<file path="src/sv/sdq_pkg.sv">
package sdq_pkg;

   localparam int SDQ_DEPTH     = 16;
   localparam int SDQ_ID_BITS   = 8;
   localparam int SDQ_TIME_BITS = 16;

   // releases allowed per tick
   localparam int MAX_OUT = 16;

   localparam int CMD_BITS    = 2;
   localparam int STATUS_BITS = 3;

   localparam logic [CMD_BITS-1:0] CMD_INSERT = 2'd0;
   localparam logic [CMD_BITS-1:0] CMD_TICK   = 2'd1;
   localparam logic [CMD_BITS-1:0] CMD_POP    = 2'd2;

   localparam logic [STATUS_BITS-1:0] ST_RELEASE   = 3'd0;
   localparam logic [STATUS_BITS-1:0] ST_POPPED    = 3'd1;
   localparam logic [STATUS_BITS-1:0] ST_POP_EMPTY = 3'd2;
   localparam logic [STATUS_BITS-1:0] ST_INSERTED  = 3'd3;
   localparam logic [STATUS_BITS-1:0] ST_REJECTED  = 3'd4;

   typedef enum logic [3:0] {
      S_IDLE,
      S_INS_RD,
      S_INS_CMP,
      S_SHIFT_RD,
      S_SHIFT_WR,
      S_TICK_CHK,
      S_POP_CHK,
      S_POP_ADD,
      S_EMIT
   } state_type;

endpackage

</file>
<file path="src/sv/sleep_delta_queue_top.sv">
// channel  | handshake                | payload
// req      | req_valid / req_stall    | req_cmd, req_proc_id, req_wait_ticks
// rsp      | rsp_valid / rsp_stall    | rsp_out_proc, rsp_status, rsp_last
//
// one request at a time; the entry memory has a single read and a single write port
// insert: compares entries from the head, then moves the later ones back a place
// tick: releases expired entries, up to MAX_OUT; pop: removes the head entry
// reset is synchronous; it clears occupancy, head pointer and control, memory stays
// a stalled result holds the sequencer until the output register frees up
module sleep_delta_queue_top
   import sdq_pkg::*;
#(
   parameter int DEPTH     = SDQ_DEPTH,
   parameter int ID_BITS   = SDQ_ID_BITS,
   parameter int TIME_BITS = SDQ_TIME_BITS
) (
   input  logic                   clock,
   input  logic                   reset,
   input  logic                   req_valid,
   output logic                   req_stall,
   input  logic [CMD_BITS-1:0]    req_cmd,
   input  logic [ID_BITS-1:0]     req_proc_id,
   input  logic [TIME_BITS-1:0]   req_wait_ticks,
   output logic                   rsp_valid,
   input  logic                   rsp_stall,
   output logic [ID_BITS-1:0]     rsp_out_proc,
   output logic [STATUS_BITS-1:0] rsp_status,
   output logic                   rsp_last
);

   localparam int AW = (DEPTH > 1) ? $clog2(DEPTH) : 1;
   localparam int OW = AW + 1;
   localparam int DW = TIME_BITS + 2;
   localparam int NW = $clog2(MAX_OUT + 1);
   localparam logic [OW-1:0] DEPTH_W = OW'(DEPTH);
   localparam logic [NW-1:0] MAX_W   = NW'(MAX_OUT);

   typedef struct packed {
      logic [ID_BITS-1:0]   proc;
      logic signed [DW-1:0] delta;
   } entry_type;

   // entry memory, circular with head pointer
   entry_type mem [DEPTH];
   entry_type rd_data_ff;
   entry_type wr_data;
   logic          rd_en, wr_en;
   logic [AW-1:0] rd_addr, wr_addr;

   state_type state_ff, state_in;
   logic [AW-1:0] head_ff, head_in;
   logic [OW-1:0] occ_ff, occ_in;
   logic [OW-1:0] pos_ff, pos_in;
   logic [OW-1:0] idx_ff, idx_in;
   logic [NW-1:0] n_ff, n_in;
   logic signed [DW-1:0] w_ff, w_in;
   logic signed [DW-1:0] acc_ff, acc_in;
   logic [ID_BITS-1:0]     res_proc_ff, res_proc_in;
   logic [STATUS_BITS-1:0] res_status_ff, res_status_in;

   logic                   rsp_valid_ff;
   logic [ID_BITS-1:0]     rsp_proc_ff;
   logic [STATUS_BITS-1:0] rsp_status_ff;
   logic                   rsp_last_ff;
   logic                   out_load, out_last;
   logic [ID_BITS-1:0]     out_proc;
   logic [STATUS_BITS-1:0] out_status;

   logic accept, out_free, ins_le, tick_rel, tick_go;
   logic signed [DW-1:0] d, tick_acc;
   logic [AW-1:0] next_head;

   // logical position to memory address
   function automatic logic [AW-1:0] phys(input logic [AW-1:0] h, input logic [OW-1:0] i);
      logic [OW-1:0] s;
      s = OW'(h) + i;
      if (s >= DEPTH_W) begin
         s = s - DEPTH_W;
      end
      return s[AW-1:0];
   endfunction

   assign req_stall = (state_ff != S_IDLE);
   assign accept    = req_valid && !req_stall;
   assign out_free  = !rsp_valid_ff || !rsp_stall;
   assign d         = rd_data_ff.delta;
   assign ins_le    = (d <= w_ff);
   // first pass of a tick takes the tick off, later passes carry the remainder
   assign tick_acc  = (n_ff == '0) ? (d - DW'(1)) : (d + acc_ff);
   assign tick_rel  = (tick_acc[DW-1] || tick_acc == '0) && (n_ff < MAX_W);
   assign tick_go   = (n_ff == '0) || out_free;
   assign next_head = phys(head_ff, OW'(1));

   always_ff @(posedge clock) begin
      if (wr_en) begin
         mem[wr_addr] <= wr_data;
      end
      if (rd_en) begin
         rd_data_ff <= mem[rd_addr];
      end
   end

   // next state
   always_comb begin
      state_in = state_ff;
      unique case (state_ff)
         S_IDLE: begin
            if (accept) begin
               unique case (req_cmd)
                  CMD_INSERT: state_in = (occ_ff == DEPTH_W) ? S_EMIT : S_INS_RD;
                  CMD_TICK:   state_in = (occ_ff == '0) ? S_IDLE : S_TICK_CHK;
                  CMD_POP:    state_in = (occ_ff == '0) ? S_EMIT : S_POP_CHK;
                  default:    state_in = S_IDLE;
               endcase
            end
         end
         S_INS_RD:   state_in = (pos_ff < occ_ff) ? S_INS_CMP : S_SHIFT_RD;
         S_INS_CMP:  state_in = ins_le ? S_INS_RD : S_SHIFT_RD;
         S_SHIFT_RD: state_in = (idx_ff == pos_ff) ? S_EMIT : S_SHIFT_WR;
         S_SHIFT_WR: state_in = S_SHIFT_RD;
         S_TICK_CHK: begin
            if (tick_go) begin
               if (tick_rel) begin
                  state_in = (occ_ff > OW'(1)) ? S_TICK_CHK : S_EMIT;
               end else begin
                  state_in = S_IDLE;
               end
            end
         end
         S_POP_CHK:  state_in = (occ_ff > OW'(1)) ? S_POP_ADD : S_EMIT;
         S_POP_ADD:  state_in = S_EMIT;
         S_EMIT:     state_in = out_free ? S_IDLE : S_EMIT;
         default:    state_in = S_IDLE;
      endcase
   end

   // datapath and memory control
   always_comb begin
      head_in       = head_ff;
      occ_in        = occ_ff;
      pos_in        = pos_ff;
      idx_in        = idx_ff;
      n_in          = n_ff;
      w_in          = w_ff;
      acc_in        = acc_ff;
      res_proc_in   = res_proc_ff;
      res_status_in = res_status_ff;
      rd_en         = 1'b0;
      rd_addr       = head_ff;
      wr_en         = 1'b0;
      wr_addr       = head_ff;
      wr_data       = rd_data_ff;
      out_load      = 1'b0;
      out_last      = 1'b1;
      out_proc      = res_proc_ff;
      out_status    = res_status_ff;
      unique case (state_ff)
         S_IDLE: begin
            if (accept) begin
               res_proc_in = req_proc_id;
               w_in        = DW'(req_wait_ticks);
               pos_in      = '0;
               n_in        = '0;
               unique case (req_cmd)
                  CMD_INSERT: begin
                     res_status_in = (occ_ff == DEPTH_W) ? ST_REJECTED : ST_INSERTED;
                  end
                  CMD_TICK: begin
                     rd_en = 1'b1;
                  end
                  CMD_POP: begin
                     rd_en = 1'b1;
                     if (occ_ff == '0) begin
                        res_status_in = ST_POP_EMPTY;
                        res_proc_in   = '0;
                     end else begin
                        res_status_in = ST_POPPED;
                     end
                  end
                  default: ;
               endcase
            end
         end
         S_INS_RD: begin
            if (pos_ff < occ_ff) begin
               rd_en   = 1'b1;
               rd_addr = phys(head_ff, pos_ff);
            end else begin
               idx_in = occ_ff;
            end
         end
         S_INS_CMP: begin
            if (ins_le) begin
               w_in   = w_ff - d;
               pos_in = pos_ff + OW'(1);
            end else begin
               idx_in = occ_ff;
            end
         end
         S_SHIFT_RD: begin
            if (idx_ff == pos_ff) begin
               wr_en         = 1'b1;
               wr_addr       = phys(head_ff, pos_ff);
               wr_data.proc  = res_proc_ff;
               wr_data.delta = w_ff;
               occ_in        = occ_ff + OW'(1);
            end else begin
               rd_en   = 1'b1;
               rd_addr = phys(head_ff, idx_ff - OW'(1));
            end
         end
         S_SHIFT_WR: begin
            // the entry just behind the new one gives up the new wait
            wr_en         = 1'b1;
            wr_addr       = phys(head_ff, idx_ff);
            wr_data.proc  = rd_data_ff.proc;
            wr_data.delta = ((idx_ff - OW'(1)) == pos_ff) ? (d - w_ff) : d;
            idx_in        = idx_ff - OW'(1);
         end
         S_TICK_CHK: begin
            if (tick_go) begin
               if (n_ff != '0) begin
                  out_load   = 1'b1;
                  out_proc   = res_proc_ff;
                  out_status = ST_RELEASE;
                  out_last   = !tick_rel;
               end
               if (tick_rel) begin
                  res_proc_in   = rd_data_ff.proc;
                  res_status_in = ST_RELEASE;
                  acc_in        = tick_acc;
                  n_in          = n_ff + NW'(1);
                  head_in       = next_head;
                  occ_in        = occ_ff - OW'(1);
                  rd_en         = (occ_ff > OW'(1));
                  rd_addr       = next_head;
               end else begin
                  wr_en         = 1'b1;
                  wr_addr       = head_ff;
                  wr_data.proc  = rd_data_ff.proc;
                  wr_data.delta = tick_acc;
               end
            end
         end
         S_POP_CHK: begin
            res_proc_in = rd_data_ff.proc;
            acc_in      = d;
            head_in     = next_head;
            occ_in      = occ_ff - OW'(1);
            rd_en       = (occ_ff > OW'(1));
            rd_addr     = next_head;
         end
         S_POP_ADD: begin
            wr_en         = 1'b1;
            wr_addr       = head_ff;
            wr_data.proc  = rd_data_ff.proc;
            wr_data.delta = d + acc_ff;
         end
         S_EMIT: begin
            out_load = out_free;
         end
         default: ;
      endcase
   end

   always_ff @(posedge clock) begin
      if (reset) begin
         state_ff     <= S_IDLE;
         head_ff      <= '0;
         occ_ff       <= '0;
         rsp_valid_ff <= 1'b0;
      end else begin
         state_ff <= state_in;
         head_ff  <= head_in;
         occ_ff   <= occ_in;
         if (out_load) begin
            rsp_valid_ff <= 1'b1;
         end else if (!rsp_stall) begin
            rsp_valid_ff <= 1'b0;
         end
      end
   end

   always_ff @(posedge clock) begin
      pos_ff        <= pos_in;
      idx_ff        <= idx_in;
      n_ff          <= n_in;
      w_ff          <= w_in;
      acc_ff        <= acc_in;
      res_proc_ff   <= res_proc_in;
      res_status_ff <= res_status_in;
      if (out_load) begin
         rsp_proc_ff   <= out_proc;
         rsp_status_ff <= out_status;
         rsp_last_ff   <= out_last;
      end
   end

   assign rsp_valid    = rsp_valid_ff;
   assign rsp_out_proc = rsp_proc_ff;
   assign rsp_status   = rsp_status_ff;
   assign rsp_last     = rsp_last_ff;

`ifndef SYNTHESIS
   a_occ_range: assert property (@(posedge clock) disable iff (reset)
      occ_ff <= DEPTH_W) else $error("occupancy beyond depth");
   a_load_free: assert property (@(posedge clock) disable iff (reset)
      out_load |-> out_free) else $error("result overwrote a waiting one");
   a_tick_limit: assert property (@(posedge clock) disable iff (reset)
      state_ff == S_TICK_CHK |-> n_ff <= MAX_W) else $error("too many releases");
   a_no_rw_clash: assert property (@(posedge clock) disable iff (reset)
      (rd_en && wr_en) |-> rd_addr != wr_addr) else $error("read and write same entry");
`endif

endmodule
</file>
<file path="config.mk">
export PLATFORM = sky130hd
export DESIGN_NAME = sleep_delta_queue_top
export DESIGN_NICKNAME = d
export VERILOG_FILES = /design/src/sv/sdq_pkg.sv /design/src/sv/sleep_delta_queue_top.sv
export SDC_FILE = /design/constraint.sdc
export NUM_CORES = 1
export LEC_CHECK = 0
export BUFFER_PORTS_ARGS = -buffer_cell sky130_fd_sc_hd__buf_2
export CORE_ASPECT_RATIO = 1.4
export CORE_MARGIN = 2
export CORE_UTILIZATION = 55
export CTS_BUF_LIST = sky130_fd_sc_hd__clkbuf_8
export DETAILED_ROUTE_END_ITERATION = 16
export HOLD_SLACK_MARGIN = 0.12
export PLACE_DENSITY = 0.79
export RECOVER_POWER = 25
export SLEW_MARGIN = 20
export SYNTH_ARGS = -nofsm -noshare
export SYNTH_HDL_FRONTEND = slang
export SYNTH_SLANG_ARGS = --single-unit
</file>
<file path="constraint.sdc">
create_clock -name clock -period 14.45 [get_ports clock]
set_clock_uncertainty 0.15 [all_clocks]
set_input_delay 2.89 -clock clock [delete_from_list [all_inputs] [get_ports clock]]
set_output_delay 2.89 -clock clock [all_outputs]
set_load 0.01 [all_outputs]
</file>
# After elaboration in Yosys (flattened, before gate mapping)
# Memory sizes are Yosys's and may differ from the RTL's. A register that Yosys moved wholly into a read port is not among the register bits.
# Cells that the tools add are included.
op_classes:
  mux: 85
  reduce_logical: 33
  order_cmp: 8
  eq_ne: 22
  add_sub_neg: 17
op_table:
  columns: ["operator", "n"]
  rows:
  - ["2-to-1 mux 18 bit", 8]
  - ["case mux 26 bit (4 select lines)", 1]
  - ["2-to-1 mux 4 bit", 18]
  - ["case mux 18 bit (2 select lines)", 2]
  - ["2-to-1 mux 5 bit", 9]
  - ["2-to-1 mux 8 bit", 5]
  - ["case mux 4 bit (9 select lines)", 1]
  - ["subtractor 18 bit", 2]
  - ["case mux 5 bit (3 select lines)", 2]
  - ["2-to-1 mux 26 bit", 1]
  - ["2-to-1 mux 3 bit", 8]
  - ["case mux 8 bit (3 select lines)", 1]
  - [">= comparator 5 bit, second input constant", 4]
  - ["case mux 5 bit (2 select lines)", 2]
  - ["adder 18 bit", 1]
  - ["<= comparator 18 bit", 1]
  - ["zero test 18 bit", 1]
  - ["subtractor 18 x 2 -> 18 bit, second input constant", 1]
  - ["== test 4 x 3 -> 1 bit, second input constant", 4]
  - ["2-to-1 mux 1 bit", 16]
  - ["case mux 4 bit (2 select lines)", 2]
  - ["case mux 4 bit (4 select lines)", 1]
  - ["subtractor 4 x 1 -> 4 bit, second input constant", 4]
  - ["adder 4 x 5 -> 5 bit", 3]
  - ["other kinds (37)", 67]
word_totals:
  reg_bits: 88
  mem_bits_rw: 416
  mem_count: 1
mem_list:
  columns: ["memory", "depth", "width", "rd", "rd_ports_with_merged_regs", "wr", "line_no", "source"]
  rows:
  - ["mem", 16, 26, 1, 1, 1, "sleep_delta_queue_top.sv:44", "entry_type mem [DEPTH];"]

# Depth between registers and ports, before layout
depth:
  ltp_word: 10
  mapped_depth: 20
  depth_no_buf: 17

# Worst setup path after synthesis
# OpenSTA, ideal clock, no wires.
synth_timing:
  kind: "in2reg"
  from: "input port rsp_stall"
  to: "memory mem[11][0] (netlist name) (enable)"
  setup_slack_ns: 8.699
  arrival_ns: 5.192
  path_buffers: 1
  path_stages: 8
  path_cell_list: "nand2_1 inv_1 nand2_1 and2_1 clkbuf_1 a21oi_1 or3_1 nor2_1"
synth_via:
  elab_chain_cells: 7
synth_lines:
  columns: ["element", "line_no", "source"]
  rows:
  - ["from (decl)", "sleep_delta_queue_top.sv:25", "input logic rsp_stall,"]
  - ["zero test 1 bit", null, null]
  - ["logical OR 1 bit", "sleep_delta_queue_top.sv:85", "assign out_free = !rsp_valid_ff || !rsp_stall;"]
  - ["logical OR 1 bit", "sleep_delta_queue_top.sv:91", "assign tick_go = (n_ff == '0) || out_free;"]
  - ["2-to-1 mux 1 bit", "sleep_delta_queue_top.sv:221", "if (tick_go) begin"]
  - ["case mux 1 bit (3 select lines)", "sleep_delta_queue_top.sv:157", "unique case (state_ff)"]
  - ["2-to-1 mux 1 bit", "sleep_delta_queue_top.sv:95", "if (wr_en) begin"]
  - ["2-to-1 mux 1 bit (implied by the code)", "sleep_delta_queue_top.sv:96", "mem[wr_addr] <= wr_data;"]
  - ["to (decl)", "sleep_delta_queue_top.sv:44", null]
# Every way passes these cells.

# Worst setup path after layout
layout_timing:
  from: "register, netlist name d[0]"
  to: "register, netlist name d[3]"
layout_via:
  elab_chain_cells: 8
layout_lines:
  columns: ["element", "line_no", "source"]
  rows:
  - ["adder 18 bit / subtractor 18 x 2 -> 18 bit (equally long branches)", "sleep_delta_queue_top.sv:89", "assign tick_acc = (n_ff == '0) ? (d - DW'(1)) : (d + acc_ff);"]
  - ["2-to-1 mux 18 bit (*)", "sleep_delta_queue_top.sv:89", null]
  - ["zero test 18 bit", "sleep_delta_queue_top.sv:90", "assign tick_rel = (tick_acc[DW-1] || tick_acc == '0) && (n_ff < MAX_W);"]
  - ["logical OR 1 bit (*)", "sleep_delta_queue_top.sv:90", null]
  - ["logical AND 1 bit (*)", "sleep_delta_queue_top.sv:90", null]
  - ["2-to-1 mux 1 bit / 2-to-1 mux 4 bit (equally long branches)", "sleep_delta_queue_top.sv:228", "if (tick_rel) begin"]
  - ["2-to-1 mux 1 bit / 2-to-1 mux 4 bit (equally long branches)", "sleep_delta_queue_top.sv:221", null]
  - ["case mux 1 bit (5 select lines) / case mux 4 bit (4 select lines) (equally long branches)", "sleep_delta_queue_top.sv:157", null]
# Every way passes the cells marked *; elsewhere a longest branch is shown, timed or not.
# A chain may end at the register's enable or synchronous reset.

==> metrics.md <==
| Metric | Value |
|---|---|
| Arrival time at the worst endpoint | `8460 ps` |
| Slew @ Worst Pin | `2080 ps` |
| Required arrival time at the worst endpoint | `14600 ps` |
| Die Footprint | `51000 um^2` |
| TritonCTS buffer count | `74` |
| Mapped Avg Cell Area | `11.8 um^2` |
| Number of antenna violations at the first check in global routing | `1` |
| Chip width | `192 um` |
| Leading cell types in the layout, fill and taps excluded | `sky130_fd_sc_hd__edfxtp_1 (516), sky130_fd_sc_hd__nand2_1 (237), sky130_fd_sc_hd__mux2i_1 (135)` |
| Filler cells | `3718` |
| Total grt overflow | `0` |
| Vias after detailed routing | `19500` |
| TritonRoute pass-1 iters | `8` |
| Top-Level Pins | `44` |
| Largest driver fanout on the critical path | `55` |
| Worst-case clock buffer depth | `3` |
| Area share of the largest cell type after synthesis | `0.572` |
| Endpoints failing setup | `0` |
| Class of the worst hold path | `register to register` |
| Most frequent CP cell | `sky130_fd_sc_hd__a211oi_1` |
| Leakage power | `10.8 nW` |
| Depth of the worst register-to-register path | `18` |
| Library cell with the largest summed area after synthesis | `sky130_fd_sc_hd__edfxtp_1` |
| Total Neg Setup Slack | `0 ps` |
| Start point of the critical path | `d[0]$_DFFE_PP_` |
| Floorplan Core Area | `48900 um^2` |
| DPL Wire Length | `44800 um` |
| Upper clock frequency limit | `120 MHz` |
| Maximum number of pins on one net before global-route repair | `215` |
| Class of the most critical setup path | `register to register` |
| Count of cell instances traversed by the critical path | `18` |
| WL per Instance | `24.1 um` |
| Total power divided by cell area | `106 nW/um^2` |
| Area overhead of the layout relative to synthesis | `8.46%` |
| Largest delay contributor family on the critical path | `compound AO/OA/AOI/OAI gates` |
| Endpoint of the lowest-slack register-to-register path | `d[3]$_DFFE_PP_` |
| Cell with the biggest individual delay on the critical path | `sky130_fd_sc_hd__clkbuf_1` |
| DR iter-0 viols | `2131` |
| Sequential standard cell area | `15800 um^2` |
| Detailed-route vias per instance | `6.49` |
| Initial core utilization | `0.554` |
| TritonCTS clock tree | `yes` |
| Max cap viols | `3` |
| Seq/Total Area, Yosys | `0.583` |
| Worst setup slack for register-to-register paths | `6140 ps` |
| Cells taking the most area after synthesis | `sky130_fd_sc_hd__edfxtp_1 (57%), sky130_fd_sc_hd__mux2i_1 (5.0%), sky130_fd_sc_hd__ha_1 (3.6%), sky130_fd_sc_hd__nand2_1 (3.3%), sky130_fd_sc_hd__a211oi_1 (2.9%)` |
| Instance count of the mapped netlist | `2293` |
| Depth of the CTS H-tree | `3` |
| Clock Latency Late Sink | `640 ps` |
| Synth Flop Type | `sky130_fd_sc_hd__edfxtp_1` |
| #FFs+latches synth | `530` |
| Count of flip-flops with a built-in enable after synthesis | `516` |
| DR DRC count | `0` |
| Final min period | `8310 ps` |
| Overall power | `3.11 mW` |
| End point of the critical path | `d[3]$_DFFE_PP_` |
| Number of synthesis warnings | `0` |
| Distinct cell type count after synthesis | `80` |
| Post-synthesis instance area | `27100 um^2` |
| Outcome | `finished, violations left` |
| Crit path cell chain | `ha_1, fa_1, a211oi_1, o21a_1, a211oi_1, or3_1, a31o_1, or3_4, nor4_1, o21ai_0, o21ai_4, clkbuf_1, o32ai_4, buf_4, buf_4, a211oi_1, or4_1, nand4_1` |
| Share of layout cells above drive strength 1 | `0.0951` |
| Post-CTS setup buffer count | `0` |
| Crit share post-route | `0.575` |
| Type of element capturing the critical path | `register` |
| Number of rows in the core area | `96` |
| Total nets after synthesis | `2407` |
| Antenna violation net count after detailed routing | `0` |
| Number of sinks handled by clock tree synthesis | `530` |
| Number of cells upsized or downsized after cts | `0` |
| Bufs and invs on worst path | `3` |
| CTS hold repair buffers | `0` |
| Clock transition at the registers of the reported paths | `70 ps` |
| Count of final max-slew check failures | `103` |
| Relative slew slack | `-0.385` |
| Final net count | `2423` |
| Via count of the first global-routing pass | `19000` |
| Hold violation count in the final report | `0` |
| Final weighted congestion of routability-driven global placement | `1.04` |
| Wire length of the first global-routing pass | `109000 um` |
| Height of the die | `267 um` |
| Cell at the root of the clock tree | `sky130_fd_sc_hd__clkbuf_8` |
| Worst flop-to-flop path startpoint | `d[0]$_DFFE_PP_` |
| Leading cell type in the layout, fill and taps excluded | `sky130_fd_sc_hd__edfxtp_1` |
| Buffers on Ports | `43` |
| Setup repair after global routing missed its margin | `false` |
| Area of the multi-input gates | `10500 um^2` |
| Violated checks | `capacitance limit, slew limit` |
| Critical path's largest stage delay | `1320 ps` |
| Final routed wirelength across all metal layers | `72400 um` |
| Startpoint kind of the worst setup timing path | `register` |
| Share of synthesized registers carrying an async set or reset | `0` |
| Max VDD drop | `0.0670 mV` |
| All-layer global routing usage | `0.285` |
[state kept, by name, summed over array words and instances, names as in the netlist]
| name | flops |
|---|---|
| d | 18 |
| rd_data_ff | 8 |
| rsp_status | 3 |
| rsp_out_proc | 8 |
| head_ff | 4 |
| rsp_last | 1 |
| occ_ff | 5 |
| rsp_valid | 1 |
| idx_ff | 5 |
| mem | 416 |
| res_status_ff | 3 |
| state_ff | 4 |
| res_proc_ff | 8 |
| w_ff | 18 |
| pos_ff | 5 |
| n_ff | 5 |
| acc_ff | 18 |
[layer usage]
| metal | routed length, um | vias to the layer above | GRT usage |
|---|---|---|---|
| met1 | 26500 | 9425 | 0.348 |
| met3 | 6090 | 299 | 0.0493 |
| met4 | 4180 | 0 | 0.169 |
| met2 | 35600 | 1091 | 0.474 |
| li1 | - | 8662 | - |
| met5 | 0 | - | 0 |
[logic make-up after synthesis]
kind of cell | after synthesis | synth area share
flops | 530 | 0.583
mux | 136 | 0.0503
compound gates | 480 | 0.118
xor+xnor | 75 | 0.0243
buf+inv | 222 | 0.0372
simple gates | 766 | 0.147
fa+ha+maj | 84 | 0.0405
[report_power, final]
group / internal, mW / switching, mW / total (mW)
registers: 1.70 / 0.0230 / 1.73
clock network: 0.569 / 0.570 / 1.14
logic: 0.0818 / 0.160 / 0.242
[synth_stat cells, types with 14 or more instances]
master and number:
sky130_fd_sc_hd__buf_4 24, sky130_fd_sc_hd__nand3_1 30, sky130_fd_sc_hd__mux2i_1 135, sky130_fd_sc_hd__edfxtp_1 516
sky130_fd_sc_hd__nor2_1 129, sky130_fd_sc_hd__or4_1 55, sky130_fd_sc_hd__clkbuf_1 98, sky130_fd_sc_hd__inv_1 73
sky130_fd_sc_hd__a211oi_1 104, sky130_fd_sc_hd__ha_1 78, sky130_fd_sc_hd__xnor2_1 44, sky130_fd_sc_hd__xor2_1 31
sky130_fd_sc_hd__buf_2 19, sky130_fd_sc_hd__nand2_1 237, sky130_fd_sc_hd__nor2b_1 111, sky130_fd_sc_hd__a21oi_1 112
sky130_fd_sc_hd__dfxtp_1 14, sky130_fd_sc_hd__a21o_1 33, sky130_fd_sc_hd__o31ai_1 15, sky130_fd_sc_hd__o21ai_0 90
sky130_fd_sc_hd__nand4_1 89, sky130_fd_sc_hd__nor3_1 28
[metrics by stage]
stage	util	std cells	hold slack [ps]	worst slack, ps	instance area, um^2
3_3_place_gp	0.570	2866	290	7750	27900
2_1_floorplan	-	2293	276	8700	27100
6_report	0.601	3003	318	6140	29400
3_5_place_dp	0.572	2870	293	7600	28000
5_1_grt	0.601	3003	331	5770	29400
4_1_cts	0.601	3002	312	7570	29400
[worst min path at each step]
stage,end,from,cells past startpoint
2_1_floorplan,rsp_out_proc[0]$_DFFE_PP_,res_proc_ff[0]$_DFFE_PP_,0
3_3_place_gp,rsp_out_proc[1]$_DFFE_PP_,res_proc_ff[1]$_DFFE_PP_,0
3_5_place_dp,rsp_out_proc[0]$_DFFE_PP_,res_proc_ff[0]$_DFFE_PP_,0
4_1_cts,rsp_out_proc[0]$_DFFE_PP_,res_proc_ff[0]$_DFFE_PP_,0
5_1_grt,rsp_out_proc[0]$_DFFE_PP_,res_proc_ff[0]$_DFFE_PP_,0
6_report,rsp_out_proc[0]$_DFFE_PP_,res_proc_ff[0]$_DFFE_PP_,0
[cell type report]
class                   instances  share of cell area
diodes                          1           0.0000852
flip-flops and latches        530               0.537
inverters                      73             0.00933
repair buffers                 89              0.0210
well taps                     637              0.0271
clock buffers                  79              0.0370
clock inverters                53              0.0118
multi-input cells            1541               0.356
No activity file was read; power rests on OpenSTA's default activity.
